### src/rtl/core/i2cwrp_pkg.sv
// Shared types, codes and constants of the I2C target word register port.
package i2cwrp_pkg;

    // Bus event kinds carried on the input tuser.
    typedef enum logic [1:0] {
        CMD_BYTE    = 2'd0,
        CMD_READ    = 2'd1,
        CMD_STOP    = 2'd2,
        CMD_CHANGED = 2'd3
    } cmd_t;

    // Register selector codes.
    localparam logic [7:0] SEL_CHECK   = 8'd1;
    localparam logic [7:0] SEL_RESET   = 8'd2;
    localparam logic [7:0] SEL_INPUTS  = 8'd3;
    localparam logic [7:0] SEL_OUTPUTS = 8'd4;
    localparam logic [7:0] SEL_TEMP    = 8'd5;

    // Error codes reported with each result word.
    localparam logic [1:0] ERR_NONE      = 2'd0;
    localparam logic [1:0] ERR_UNKNOWN   = 2'd1;
    localparam logic [1:0] ERR_OUT_RANGE = 2'd2;

    localparam logic [15:0] CHECK_WORD = 16'h4242;
    localparam logic [7:0]  IDLE_BYTE  = 8'hff;

    // Default number of output channels behind the outputs register.
    localparam int OUTPUT_COUNT_DEF = 16;

    // Transfer state kept between bus events.
    typedef struct packed {
        logic        expect_register;
        logic        xfer_open;
        logic [7:0]  xfer_register;
        logic [1:0]  byte_position;
        logic [15:0] xfer_word;
        logic        intr_asserted;
    } port_state_t;

    // One result word; the last member sits in the lowest bits.
    typedef struct packed {
        logic [1:0] error_code;
        logic [7:0] out_value;
        logic [3:0] out_index;
        logic       out_write;
        logic       reset_pulse;
        logic       intr_level;
        logic [7:0] read_byte;
    } result_t;

endpackage

### src/rtl/core/i2cwrp_engine.sv
// Combinational handling of one bus event against the transfer state.
module i2cwrp_engine
    import i2cwrp_pkg::*;
#(
    parameter int OUTPUT_COUNT = OUTPUT_COUNT_DEF
) (
    input  cmd_t        cmd,
    input  logic [7:0]  rx_byte,
    input  logic [15:0] inputs_now,
    input  logic [15:0] temp_raw,
    input  port_state_t state_cur,
    output port_state_t state_nxt,
    output result_t     result
);

    localparam logic [8:0] OutLimit = 9'(OUTPUT_COUNT);

    logic [1:0] pos_inc;

    assign pos_inc = state_cur.byte_position + 2'd1;

    // Event decode: select, byte transfer, stop and interrupt handling.
    always_comb begin
        port_state_t st;
        result_t     res;
        logic        fin;
        st  = state_cur;
        res = '0;
        res.read_byte = IDLE_BYTE;
        fin = 1'b0;

        unique case (cmd)
            CMD_BYTE: begin
                if (st.expect_register || !st.xfer_open) begin
                    // A register selection opens a new transfer.
                    st.expect_register = 1'b0;
                    st.xfer_open       = 1'b1;
                    st.xfer_register   = rx_byte;
                    st.byte_position   = 2'd0;
                    unique case (rx_byte)
                        SEL_CHECK:   st.xfer_word = CHECK_WORD;
                        SEL_INPUTS:  st.xfer_word = inputs_now;
                        SEL_TEMP:    st.xfer_word = temp_raw;
                        SEL_RESET,
                        SEL_OUTPUTS: st.xfer_word = 16'h0000;
                        default: begin
                            st.xfer_word   = 16'h0000;
                            res.error_code = ERR_UNKNOWN;
                        end
                    endcase
                end else if (st.byte_position < 2'd2) begin
                    // A data byte replaces the byte at the current position.
                    if (st.byte_position == 2'd0) begin
                        st.xfer_word[7:0] = rx_byte;
                    end else begin
                        st.xfer_word[15:8] = rx_byte;
                    end
                    st.byte_position = pos_inc;
                    fin = (pos_inc >= 2'd2);
                end
            end
            CMD_READ: begin
                if (st.xfer_open && st.byte_position < 2'd2) begin
                    res.read_byte    = (st.byte_position == 2'd0) ? st.xfer_word[7:0]
                                                                  : st.xfer_word[15:8];
                    st.byte_position = pos_inc;
                end
                fin = st.xfer_open && (st.byte_position >= 2'd2);
            end
            CMD_STOP: begin
                // A stop drops a transfer that has already moved a byte.
                st.expect_register = 1'b1;
                if (st.xfer_open && st.byte_position != 2'd0) begin
                    st.xfer_open     = 1'b0;
                    st.byte_position = 2'd0;
                    st.xfer_word     = 16'h0000;
                    st.xfer_register = 8'h00;
                end
            end
            CMD_CHANGED: begin
                st.intr_asserted = 1'b1;
            end
        endcase

        // A complete word acts on its register and closes the transfer.
        if (fin) begin
            priority if (st.xfer_register == SEL_INPUTS) begin
                if (inputs_now == st.xfer_word) begin
                    st.intr_asserted = 1'b0;
                end
            end else if (st.xfer_register == SEL_RESET) begin
                res.reset_pulse  = 1'b1;
                st.intr_asserted = 1'b0;
            end else if (st.xfer_register == SEL_OUTPUTS) begin
                if ({1'b0, st.xfer_word[15:8]} >= OutLimit) begin
                    res.error_code = ERR_OUT_RANGE;
                end else begin
                    res.out_write = 1'b1;
                    res.out_index = st.xfer_word[11:8];
                    res.out_value = st.xfer_word[7:0];
                end
            end else begin
                res.out_write = 1'b0;
            end
            st.xfer_open     = 1'b0;
            st.byte_position = 2'd0;
            st.xfer_word     = 16'h0000;
            st.xfer_register = 8'h00;
        end

        res.intr_level = st.intr_asserted;
        state_nxt = st;
        result    = res;
    end

endmodule

### src/rtl/core/i2c_target_word_register_port.sv
// Top level of the I2C target word register port.
//
//  channel | dir | tdata (low bit first)                    | tuser
//  s_      | in  | rx_byte[7:0] inputs_now[23:8] temp[39:24]| cmd[1:0]
//  m_      | out | read_byte intr reset out_write idx val err| -
//
// A bus event accepted into the input register is held there while the decode
// logic works, and its result word is registered in the result register on advance.
// One event is accepted per cycle while the result side keeps taking words.
// A stalled result holds in its register; the input register still takes a word
// only if it is empty, then the input side stalls until the result is taken.
// aresetn (synchronous, active low) clears both valid flags and the transfer
// state; the interrupt line starts released.
module i2c_target_word_register_port
    import i2cwrp_pkg::*;
#(
    parameter int OUTPUT_COUNT = OUTPUT_COUNT_DEF
) (
    input  logic        aclk,
    input  logic        aresetn,
    input  logic        s_tvalid,
    output logic        s_tready,
    input  logic [39:0] s_tdata,   // rx_byte, inputs_now, temp_raw
    input  logic [1:0]  s_tuser,   // cmd
    output logic        m_tvalid,
    input  logic        m_tready,
    output logic [31:0] m_tdata    // read_byte, intr_level, reset_pulse, out_write,
                                   // out_index, out_value, error_code
);

    logic        in_valid_reg;
    cmd_t        in_cmd_reg;
    logic [7:0]  in_rx_reg;
    logic [15:0] in_inputs_reg;
    logic [15:0] in_temp_reg;
    logic        out_valid_reg;
    result_t     res_reg;
    port_state_t state_reg;
    port_state_t state_next;
    result_t     res_next;
    logic        advance;

    // The decode stage moves when the result register is free or being taken.
    assign advance  = in_valid_reg && (!out_valid_reg || m_tready);
    assign s_tready = !in_valid_reg || advance;

    // Input register.
    always_ff @(posedge aclk) begin
        if (!aresetn) begin
            in_valid_reg <= 1'b0;
        end else if (s_tready) begin
            in_valid_reg <= s_tvalid;
        end
        if (s_tvalid && s_tready) begin
            in_cmd_reg    <= cmd_t'(s_tuser);
            in_rx_reg     <= s_tdata[7:0];
            in_inputs_reg <= s_tdata[23:8];
            in_temp_reg   <= s_tdata[39:24];
        end
    end

    i2cwrp_engine #(
        .OUTPUT_COUNT (OUTPUT_COUNT)
    ) u_engine (
        .cmd        (in_cmd_reg),
        .rx_byte    (in_rx_reg),
        .inputs_now (in_inputs_reg),
        .temp_raw   (in_temp_reg),
        .state_cur  (state_reg),
        .state_nxt  (state_next),
        .result     (res_next)
    );

    // Transfer state and result register.
    always_ff @(posedge aclk) begin
        if (!aresetn) begin
            state_reg     <= '0;
            out_valid_reg <= 1'b0;
        end else begin
            if (advance) begin
                state_reg <= state_next;
            end
            if (advance) begin
                out_valid_reg <= 1'b1;
            end else if (m_tready) begin
                out_valid_reg <= 1'b0;
            end
        end
        if (advance) begin
            res_reg <= res_next;
        end
    end

    assign m_tvalid = out_valid_reg;
    assign m_tdata  = {7'b0, res_reg};

    // An event leaving the input register always lands in the result register.
    a_advance_fills: assert property (@(posedge aclk) disable iff (!aresetn)
        advance |=> m_tvalid)
        else $error("decoded event did not reach the result register");

    // A closed transfer carries no position and no word.
    a_closed_clean: assert property (@(posedge aclk) disable iff (!aresetn)
        !state_reg.xfer_open |-> (state_reg.byte_position == 2'd0
                                  && state_reg.xfer_word == 16'h0000))
        else $error("closed transfer kept stale position or word");

    // An output write never reports an error.
    a_write_no_err: assert property (@(posedge aclk) disable iff (!aresetn)
        (m_tvalid && res_reg.out_write) |-> (res_reg.error_code == ERR_NONE))
        else $error("output write reported with an error code");

    // A reset pulse always comes with the interrupt line released.
    a_reset_releases: assert property (@(posedge aclk) disable iff (!aresetn)
        (m_tvalid && res_reg.reset_pulse) |-> !res_reg.intr_level)
        else $error("reset pulse left the interrupt asserted");

    // The interrupt level reported matches the stored interrupt state.
    a_intr_tracks: assert property (@(posedge aclk) disable iff (!aresetn)
        advance |=> (res_reg.intr_level == state_reg.intr_asserted))
        else $error("reported interrupt level differs from the state");

endmodule

### config.mk
export PLATFORM = sky130hd
export DESIGN_NAME = i2c_target_word_register_port
export DESIGN_NICKNAME = d
export VERILOG_FILES = /design/src/rtl/core/i2cwrp_pkg.sv /design/src/rtl/core/i2cwrp_engine.sv /design/src/rtl/core/i2c_target_word_register_port.sv
export SDC_FILE = /design/constraint.sdc
export NUM_CORES = 1
export LEC_CHECK = 0
export ABC_AREA = 1
export BUFFER_PORTS_ARGS = -buffer_cell sky130_fd_sc_hd__buf_2
export CORE_MARGIN = 2
export CORE_UTILIZATION = 44
export DETAILED_ROUTE_END_ITERATION = 7
export GPL_TIMING_DRIVEN = 0
export HOLD_SLACK_MARGIN = 0.03
export MAX_ROUTING_LAYER = met4
export PLACE_DENSITY_LB_ADDON = 0.3
export RECOVER_POWER = 100
export SYNTH_ARGS = -nofsm -noshare
export SYNTH_HDL_FRONTEND = slang
export SYNTH_SLANG_ARGS = --single-unit
### constraint.sdc
create_clock -name aclk -period 2.4 [get_ports aclk]
set_input_delay 0.36 -clock aclk [delete_from_list [all_inputs] [get_ports aclk]]
set_output_delay 0.36 -clock aclk [all_outputs]
set_load 0.02 [all_outputs]
=== Yosys cells after proc, flatten, opt, wreduce, memory -nomap -nowiden ===
Cells that the tools add are included.
Widths: inputs -> output; s select.

* Muxes and demuxes: 34
* $lt $le $gt $ge: 4
* Shift operators: 0
* Add/sub/neg operators: 1
* Multiply operators: 0
* Reductions and logical operators: 26
* Divide/modulo/power cells: 0
* Bitwise gates (word level): 2
* Equal/unequal tests: 16

{| class="wikitable"
|+ Operators with widths
! operator !! number
|-
| $pmux 16 s3 || 1
|-
| $mux 18 || 2
|-
| $eq 8x2->1 const B || 4
|-
| $mux 16 || 2
|-
| $pmux 16 s2 || 1
|-
| $mux 28 || 1
|-
| $mux 27 || 1
|-
| $eq 8x3->1 const B || 3
|-
| $mux 8 || 3
|-
| $pmux 10 s2 || 1
|-
| $eq 16x16->1 || 1
|-
| $mux 15 || 1
|-
| $mux 14 || 1
|-
| $mux 13 || 1
|-
| $mux 1 || 11
|-
| $mux 10 || 1
|-
| $mux 2 || 5
|-
| $reduce_or 5->1 || 2
|-
| $eq 8x1->1 const B || 1
|-
| $ge 8x5->1 const B || 1
|-
| $reduce_and 4->1 || 2
|-
| $ne 3x1->1 const B || 2
|-
| $pmux 2 s3 || 1
|-
| $reduce_bool 2->1 || 3
|-
| 19 further kinds || 31
|}

* Output and inout bits: 34
* Memory bits (writable): 0
* Flip-flop bits (word level): 98
* Input bits: 46
* Word-level logic and storage cells: 102
* Bits in read-only memories: 0
* Latch bits: 0
* Memories kept: 0

=== Depth between registers and ports, before layout ===
Gate-level depths: netlist of the first run.

* Depth in word-level cells: 11
* Mapped depth: 20
* Depth with buffers taken out: 18

=== Modules after synthesis ===
Synthesis of the first run repeated with hierarchy kept, for this count alone.

* Cell total of the unflattened synthesis: 730
* Area, all modules: 5594.1 µm²

{| class="wikitable"
|+ By module, submodules not included
! module !! area each (µm²) !! instances !! cells each !! sequential area each (µm²)
|-
| i2c_target_word_register_port || 3445.8 || 1 || 278 || 2632.5
|-
| i2cwrp_engine || 2148.3 || 1 || 452 || 0.0
|}

=== Worst setup path after synthesis of the first run ===
No wires, ideal clock.

* Path kind: register -> register
* Start point: register state_reg[18] in the netlist's numbering
* End point: register res_reg, in the netlist m_tdata[8], data pin
* Library setup time: 0.251 ns
* Period minus slack after synthesis: 2.335 ns
* Data arrival time: 2.085 ns
* Data required time: 2.149 ns
* Setup slack: 0.065 ns
* Buffers on the path: 1
* Cell stages (with the launch flop): 18
* Cell sequence: dfxtp_1 -> inv_2 -> ha_1 -> buf_6 -> inv_4 -> nand2_2 -> a21oi_2 -> nand2_2 -> a22oi_1 -> nand2_1 -> nand2_1 -> nand2_1 -> nor2_1 -> nand2_1 -> nor2_1 -> nand3_1 -> nand2_1 -> inv_1

{| class="wikitable"
|+ RTL lines
! what !! line !! source
|-
| start, declared || i2c_target_word_register_port.sv:38 || <nowiki>port_state_t state_reg;</nowiki>
|-
| start signal, assigned || i2c_target_word_register_port.sv:81 || <nowiki>state_reg <= state_next;</nowiki>
|-
| end signal, assigned || i2c_target_word_register_port.sv:90 || <nowiki>res_reg <= res_next;</nowiki>
|-
| end, declared || i2c_target_word_register_port.sv:37 || <nowiki>result_t res_reg;</nowiki>
|}

==> impl_metrics.json, run 1 <==
{
  "antenna_found_initial": 0,
  "placedCellCount": 822,
  "drive_above_1_share_pct": 34.2,
  "avgSynthCellArea_sq_um": 8.67,
  "hpwl_mm": 10.6,
  "whs_path_depth": 1,
  "cts.clk_slew.worst_paths_ns": 0.07,
  "design_area_sq_um": 6920,
  "finalHoldWorstSlack_ns": 0.175,
  "crit_required_ns": 2.52,
  "cp.arrival_ns": 2.70,
  "ys_ff_latch": 98,
  "setup_ws_ns": -0.180,
  "cts_buffer_depth": 2,
  "vias_per_cell": 5.17,
  "largest_reg_flops": 29,
  "critPathMaxFanout": 9,
  "final_antenna_net_count": 0,
  "hold_viol_final": 0,
  "grt_pass1_wl_mm": 23.7,
  "layout_common_cells": "nand2_1 (173), edfxtp_1 (67), nand3_1 (64), buf_4 (59), buf_2 (45)",
  "synthesis.area_sq_um": 5200,
  "wl_mm": 15.1,
  "vdd_drop_max_mv": 0.529,
  "crit_type": "register to register",
  "initial_core_util_pct": 45.4,
  "drc": 0,
  "finalNetCount": 799,
  "ctsHoldBuffers": 0,
  "p_leak_nw": 2.85,
  "r2r_start": "in_cmd_reg[0]",
  "dr_total_vias": 4619,
  "io_buffers": 72,
  "wl_per_cell_um": 16.8,
  "period_minus_slack_ns": 2.58,
  "max_freq_ghz": 0.388,
  "final_util_pct": 60.4,
  "num_rows": 39,
  "first_global_vias": 4391,
  "clock_skew_ns": 0.00725,
  "grt.overflow.total": 0,
  "rsz0062_at_grt": "yes",
  "cts-root-buf": "clkbuf_16",
  "cts.htree.levels": 3,
  "cts_tree": "yes",
  "setup-violations-final": 19,
  "drt_first_pass_iters": 4,
  "synth.area.top_cells": "edfxtp_1 (39%), nand2_1 (13%), dfxtp_1 (12%)",
  "clk_latency_ns": 0.36,
  "ys.warnings.count": 0,
  "cts_num_sinks": 98,
  "yosysTopAreaCell": "edfxtp_1",
  "drt_iter0_drc": 301,
  "holdPathEnd": "in_rx_reg[6]",
  "powerDensity_nw_per_um2": 572,
  "core_area_sq_um": 11500,
  "status": "finished with violations",
  "antenna_cells": 0,
  "netlist.area_leader.share_pct": 38.7,
  "dieArea_sq_um": 12700,
  "end_kind": "register",
  "io_pins": 80,
  "synth.distinct_cells": 43,
  "hp-start": "s_tdata[6]",
  "min_path_type": "input port to register",
  "grt_max_degree": 30,
  "rrSetupSlack_ns": -0.18,
  "instances_no_fill": 894,
  "maxSlewViolCount": 0,
  "r2r.worst_path.cells": 13,
  "layout_commonest_cell": "nand2_1",
  "reg2reg_to": "m_tdata[8]",
  "fp.dieH_um": 113,
  "grtUsageTotal_pct": 25.4,
  "period_share_pct": 107,
  "synthToLayoutAreaGrowth_pct": 33.1,
  "gp_congestion": 0.937,
  "crit_path_start_kind": "register",
  "cts_made_buffers": 9,
  "maxSlewHeadroom_pct": 50.6,
  "dpl-instance-area_sq_um": 5790,
  "tns_ns": -1.58,
  "yosysSeqAreaShare_pct": 50.6,
  "fill_cells": 1011,
  "die_x_um": 113,
  "tightest_slew_ns": 0.737,
  "syn_inst": 600,
  "violations": "setup timing",
  "drv_cap": 0
}
[layout make-up]
cell class | count | area, sq um | area share, %
sequential | 98 | 2640 | 38.1
clock buffer | 11 | 254 | 3.67
inverter | 57 | 230 | 3.33
timing repair inverter | 1 | 5.00 | 0.0723
multi-input combinational | 425 | 2550 | 36.9
timing repair buffer | 130 | 818 | 11.8
tap | 143 | 179 | 2.58
clock inverter | 5 | 51.3 | 0.741
buffer | 24 | 195 | 2.82
[report_power, final]
part           internal [mW]  total, mW  switching (mW)
Sequential              1.88       1.92          0.0453
Clock                  0.864       1.49           0.627
Combinational          0.216      0.551           0.335
[how the worst max path moves through the flow]
stage / from / endpoint / slack [ns]
2_1_floorplan: state_reg[18] / m_tdata[8] / 0.06
3_3_place_gp: state_reg[18] / m_tdata[8] / -0.69
3_5_place_dp: state_reg[18] / m_tdata[8] / -0.67
4_1_cts: in_cmd_reg[0] / m_tdata[15] / -0.14
5_1_grt: in_cmd_reg[1] / m_tdata[8] / -0.29
6_report: in_cmd_reg[0] / m_tdata[8] / -0.18
[cells in the mapped netlist, drive strengths merged]
cell type  instances
nand2            197
nand3             83
edfxtp            67
inv               57
a21oi             50
nor2              35
dfxtp             31
buf               20
o21ai             13
ha                 7
a22oi              6
clkbuf             6
nor3               5
a211oi             4
nor4               4
o211ai             4
a21boi             2
nand3b             2
or2                2
a211o              1
a31oi              1
conb               1
nand4              1
xor2               1
[what timing repair did]
item / 4_1_cts / 5_1_grt
pin swaps: 31 / 25
buffers inserted: 49 / 10
gates resized for setup: 77 / 36
endpoints found under the setup margin: 41 / 36
cloned: 2 / 1
[worst max-delay path, stage by stage (launching register included)]
cell and delay (ns):
edfxtp_1 0.41, inv_2 0.13, ha_4 0.20, nand3_4 0.17, nor4_1 0.51, nor2_4 0.10
nand3_2 0.09, nand2_1 0.06, nor2_1 0.10, nand2_1 0.09, nor2_2 0.17, nand3_2 0.16
nand2_2 0.12, inv_2 0.03
[metal layers]
metal,wire [um],track usage (%),up-vias,share of wire (%)
met3,1030,6.21,45,6.8
met4,518,10.6,0,3.4
met2,6760,37.6,166,45
met5,0,-,-,0
li1,-,-,2294,-
met1,6750,33.5,2114,45
[logic make-up (layout without fill, tap and decap cells)]
group | after synthesis | after routing | share of synthesized area, %
AND/OR/NAND/NOR | 329 | 329 | 29.9
flip-flops | 98 | 98 | 50.6
buffers and inverters | 83 | 228 | 7.77
AO/OA/AOI/OAI | 81 | 81 | 9.81
adder cells (fa/ha/maj) | 7 | 7 | 1.68
other | 1 | 7 | 0.0721
XOR/XNOR | 1 | 1 | 0.168
[stage by stage]
step / setup slack [ns] / total power [mW]
3_3_place_gp: -0.692 / 2.35
5_1_grt: -0.285 / 4.11
6_report: -0.180 / 3.96
2_1_floorplan: 0.0645 / 2.21
4_1_cts: -0.138 / 3.95
3_5_place_dp: -0.670 / 2.36
No activity file was read; power rests on OpenSTA's default activity.
==> run 2, diff against run 1 <==
--- a/config.mk
+++ b/config.mk
@@ -5,10 +5,10 @@
 export SDC_FILE = /design/constraint.sdc
 export NUM_CORES = 1
 export LEC_CHECK = 0
-export ABC_AREA = 1
+export ABC_AREA = 0
 export BUFFER_PORTS_ARGS = -buffer_cell sky130_fd_sc_hd__buf_2
 export CORE_MARGIN = 2
-export CORE_UTILIZATION = 44
+export CORE_UTILIZATION = 35
 export DETAILED_ROUTE_END_ITERATION = 7
 export GPL_TIMING_DRIVEN = 0
 export HOLD_SLACK_MARGIN = 0.03
==> run 2 against run 1 <==
The flow still finishes with violations (setup timing). Synthesized cell count is 22% lower. Cell count is 13% lower. Total power is 9.7% lower. Clock power is 11% lower. Sequential share of layout area is 2.4 points higher. Global-route usage is 5.9 points lower. Combinational power is 40% lower. Clock skew is 0.0019 ns higher. Via count is 10% lower. Highest routed layer unchanged. Core utilization is 14 points lower. Worst setup slack worse by 0.26 ns.
==> impl_metrics.json, run 2 <==
{
  "status": "finished with violations",
  "violations": "setup timing",
  "setup-violations-final": 34,
  "finalHoldWorstSlack_ns": 0.178,
  "dpl-instance-area_sq_um": 5640,
  "period_share_pct": 118,
  "core_area_sq_um": 13900,
  "design_area_sq_um": 6500,
  "fp.dieH_um": 123,
  "max_freq_ghz": 0.353,
  "ys_ff_latch": 98,
  "io_buffers": 72,
  "synth_most_common_cell": "edfxtp_1",
  "synth_edf_count": 67,
  "synth.distinct_cells": 69,
  "crit_path_start_kind": "register",
  "drc": 0,
  "p_seq_share_pct": 53.6,
  "gp_congestion": 0.924,
  "async_flop_share_pct": 0,
  "crit_required_ns": 2.50,
  "finalNetCount": 650,
  "netlist.area_leader.share_pct": 40.5,
  "yosysTopAreaCell": "edfxtp_1",
  "max_stage_delay_ns": 0.52,
  "drt_first_pass_iters": 5,
  "die_x_um": 123,
  "p_int_mw": 2.70,
  "ys.warnings.count": 0,
  "cts.clk_slew.worst_paths_ns": 0.07,
  "end_kind": "register",
  "largest_reg_flops": 29,
  "p_switching_mw": 0.877,
  "crit_chain": "or2_1 > buf_2 > nor4_4 > o221ai_2 > a211o_1 > nor4_4 > nand4_1 > nor4_4 > buf_4 > nor3_2",
  "final_antenna_net_count": 0,
  "cts_tree": "yes",
  "cp_common_cell": "nor4_4",
  "p_leak_nw": 2.41,
  "maxSlewHeadroom_pct": 30.1,
  "synth_flop_cell": "edfxtp_1",
  "final_util_pct": 46.8,
  "vias_per_cell": 5.32,
  "critPathMaxFanout": 5,
  "period_minus_slack_ns": 2.84,
  "dr_total_vias": 4157,
  "synthToLayoutAreaGrowth_pct": 30.9,
  "dieArea_sq_um": 15200,
  "syn_inst": 468,
  "layout_commonest_cell": "edfxtp_1",
  "cts-root-buf": "clkbuf_16",
  "critPathBufInv": 2,
  "share_comb_of_total_power_pct": 9.2,
  "crit_family": "simple AND/OR/NAND/NOR gates",
  "grtUsageTotal_pct": 19.5,
  "cts_made_buffers": 9,
  "hpwl_mm": 9.98,
  "setup_ws_ns": -0.436,
  "clk_latency_ns": 0.35,
  "placedCellCount": 727,
  "power.share.clock_pct": 37.2,
  "antenna_cells": 0,
  "ctsHoldBuffers": 0,
  "drv_cap": 0,
  "rsz0062_at_grt": "yes",
  "maxSlewViolCount": 0,
  "num_rows": 43,
  "place_ws_ns": -0.806,
  "initial_core_util_pct": 35.8,
  "fin_total_pwr_mw": 3.58,
  "grt_max_degree": 43,
  "drt_iter0_drc": 394,
  "antenna_found_initial": 0,
  "grt_pass1_wl_mm": 21.3,
  "cts_buffer_depth": 2,
  "wl_mm": 14.2,
  "drive_above_1_share_pct": 29.4,
  "powerDensity_nw_per_um2": 551,
  "p_sw_share_pct": 24.5,
  "layout_common_cells": "edfxtp_1 (67), buf_2 (47), buf_4 (43), nand2_1 (43), clkbuf_1 (36)",
  "vdd_drop_max_mv": 0.325,
  "tightest_slew_ns": 1.05,
  "first_global_vias": 3888,
  "yosysSeqAreaShare_pct": 53.0,
  "synthesis.area_sq_um": 4970,
  "io_pins": 80,
  "synth.area.top_cells": "edfxtp_1 (41%), dfxtp_1 (12%), nand2_1 (3.3%)",
  "avgSynthCellArea_sq_um": 10.6,
  "wl_per_cell_um": 18.1,
  "synth_top_cells_by_count": "edfxtp_1 (67), nand2_1 (43), dfxtp_1 (31), a21oi_1 (27), nor2_1 (27)",
  "cts.htree.levels": 3,
  "min_path_type": "input port to register",
  "clock_skew_ns": 0.00911,
  "grt.overflow.total": 0,
  "cp.arrival_ns": 2.94,
  "tns_ns": -4.57,
  "crit_type": "register to register",
  "cts_num_sinks": 98,
  "instances_no_fill": 782,
  "slowest_stage": "edfxtp_1",
  "hold_viol_final": 0
}
## run 2: routing by layer
layer / up-vias / part of all wire (%) / track usage [%]
met5: - / 0 / -
met4: 0 / 3.4 / 8.95
met3: 34 / 7.4 / 3.83
met2: 172 / 45 / 27.9
met1: 1951 / 45 / 26.7
li1: 2000 / - / -
## run 2: cell families (layout without fill, tap and decap cells)
group | Yosys count | after routing | synth area share [%]
simple gates | 163 | 163 | 18.1
compound gates | 142 | 142 | 20.4
flops | 98 | 98 | 53.0
buf+inv | 46 | 174 | 4.51
mux | 9 | 9 | 1.84
fa+ha+maj | 7 | 7 | 1.76
xor+xnor | 2 | 2 | 0.353
other cells | 1 | 7 | 0.0755
## run 2: power groups by stage
stage                     Sequential, mW  Clock (mW)  Combinational (mW)
final                               1.92        1.33               0.330
after CTS                           1.92        1.36               0.317
after detailed placement            1.96           0               0.278
after global routing                1.93        1.42               0.360
after global placement              1.96           0               0.270
after floorplan                     1.96           0               0.159
## run 2: final cells by class
class	count	area, sq um
Buffer	28	173
Fill cell	1306	7380
Timing Repair Buffer	113	678
Sequential cell	98	2630
Tap cell	180	225
Timing Repair inverter	1	5.00
Clock inverter	6	42.5
Multi-Input combinational cell	330	2450
Inverter	16	61.3
Clock buffer	10	229
## run 2: repair_timing
| item | CTS | global route |
|---|---|---|
| setup buffers | 22 | 18 |
| pin swaps | 19 | 17 |
| gates cloned | 0 | 1 |
| gates resized for setup | 36 | 38 |
| setup endpoints to repair | 39 | 33 |
## run 2: path summary, 6_finish.rpt
check	from	end	slack (ns)	cells past startpoint
worst max-delay path	in_rx_reg[7]	m_tdata[8]	-0.44	10
worst min-delay path	s_tdata[24]	in_temp_reg[0]	0.18	1
worst max register to register	in_rx_reg[7]	m_tdata[8]	-0.44	10
worst min register to register	state_reg[0]	state_reg[0]	0.48	2
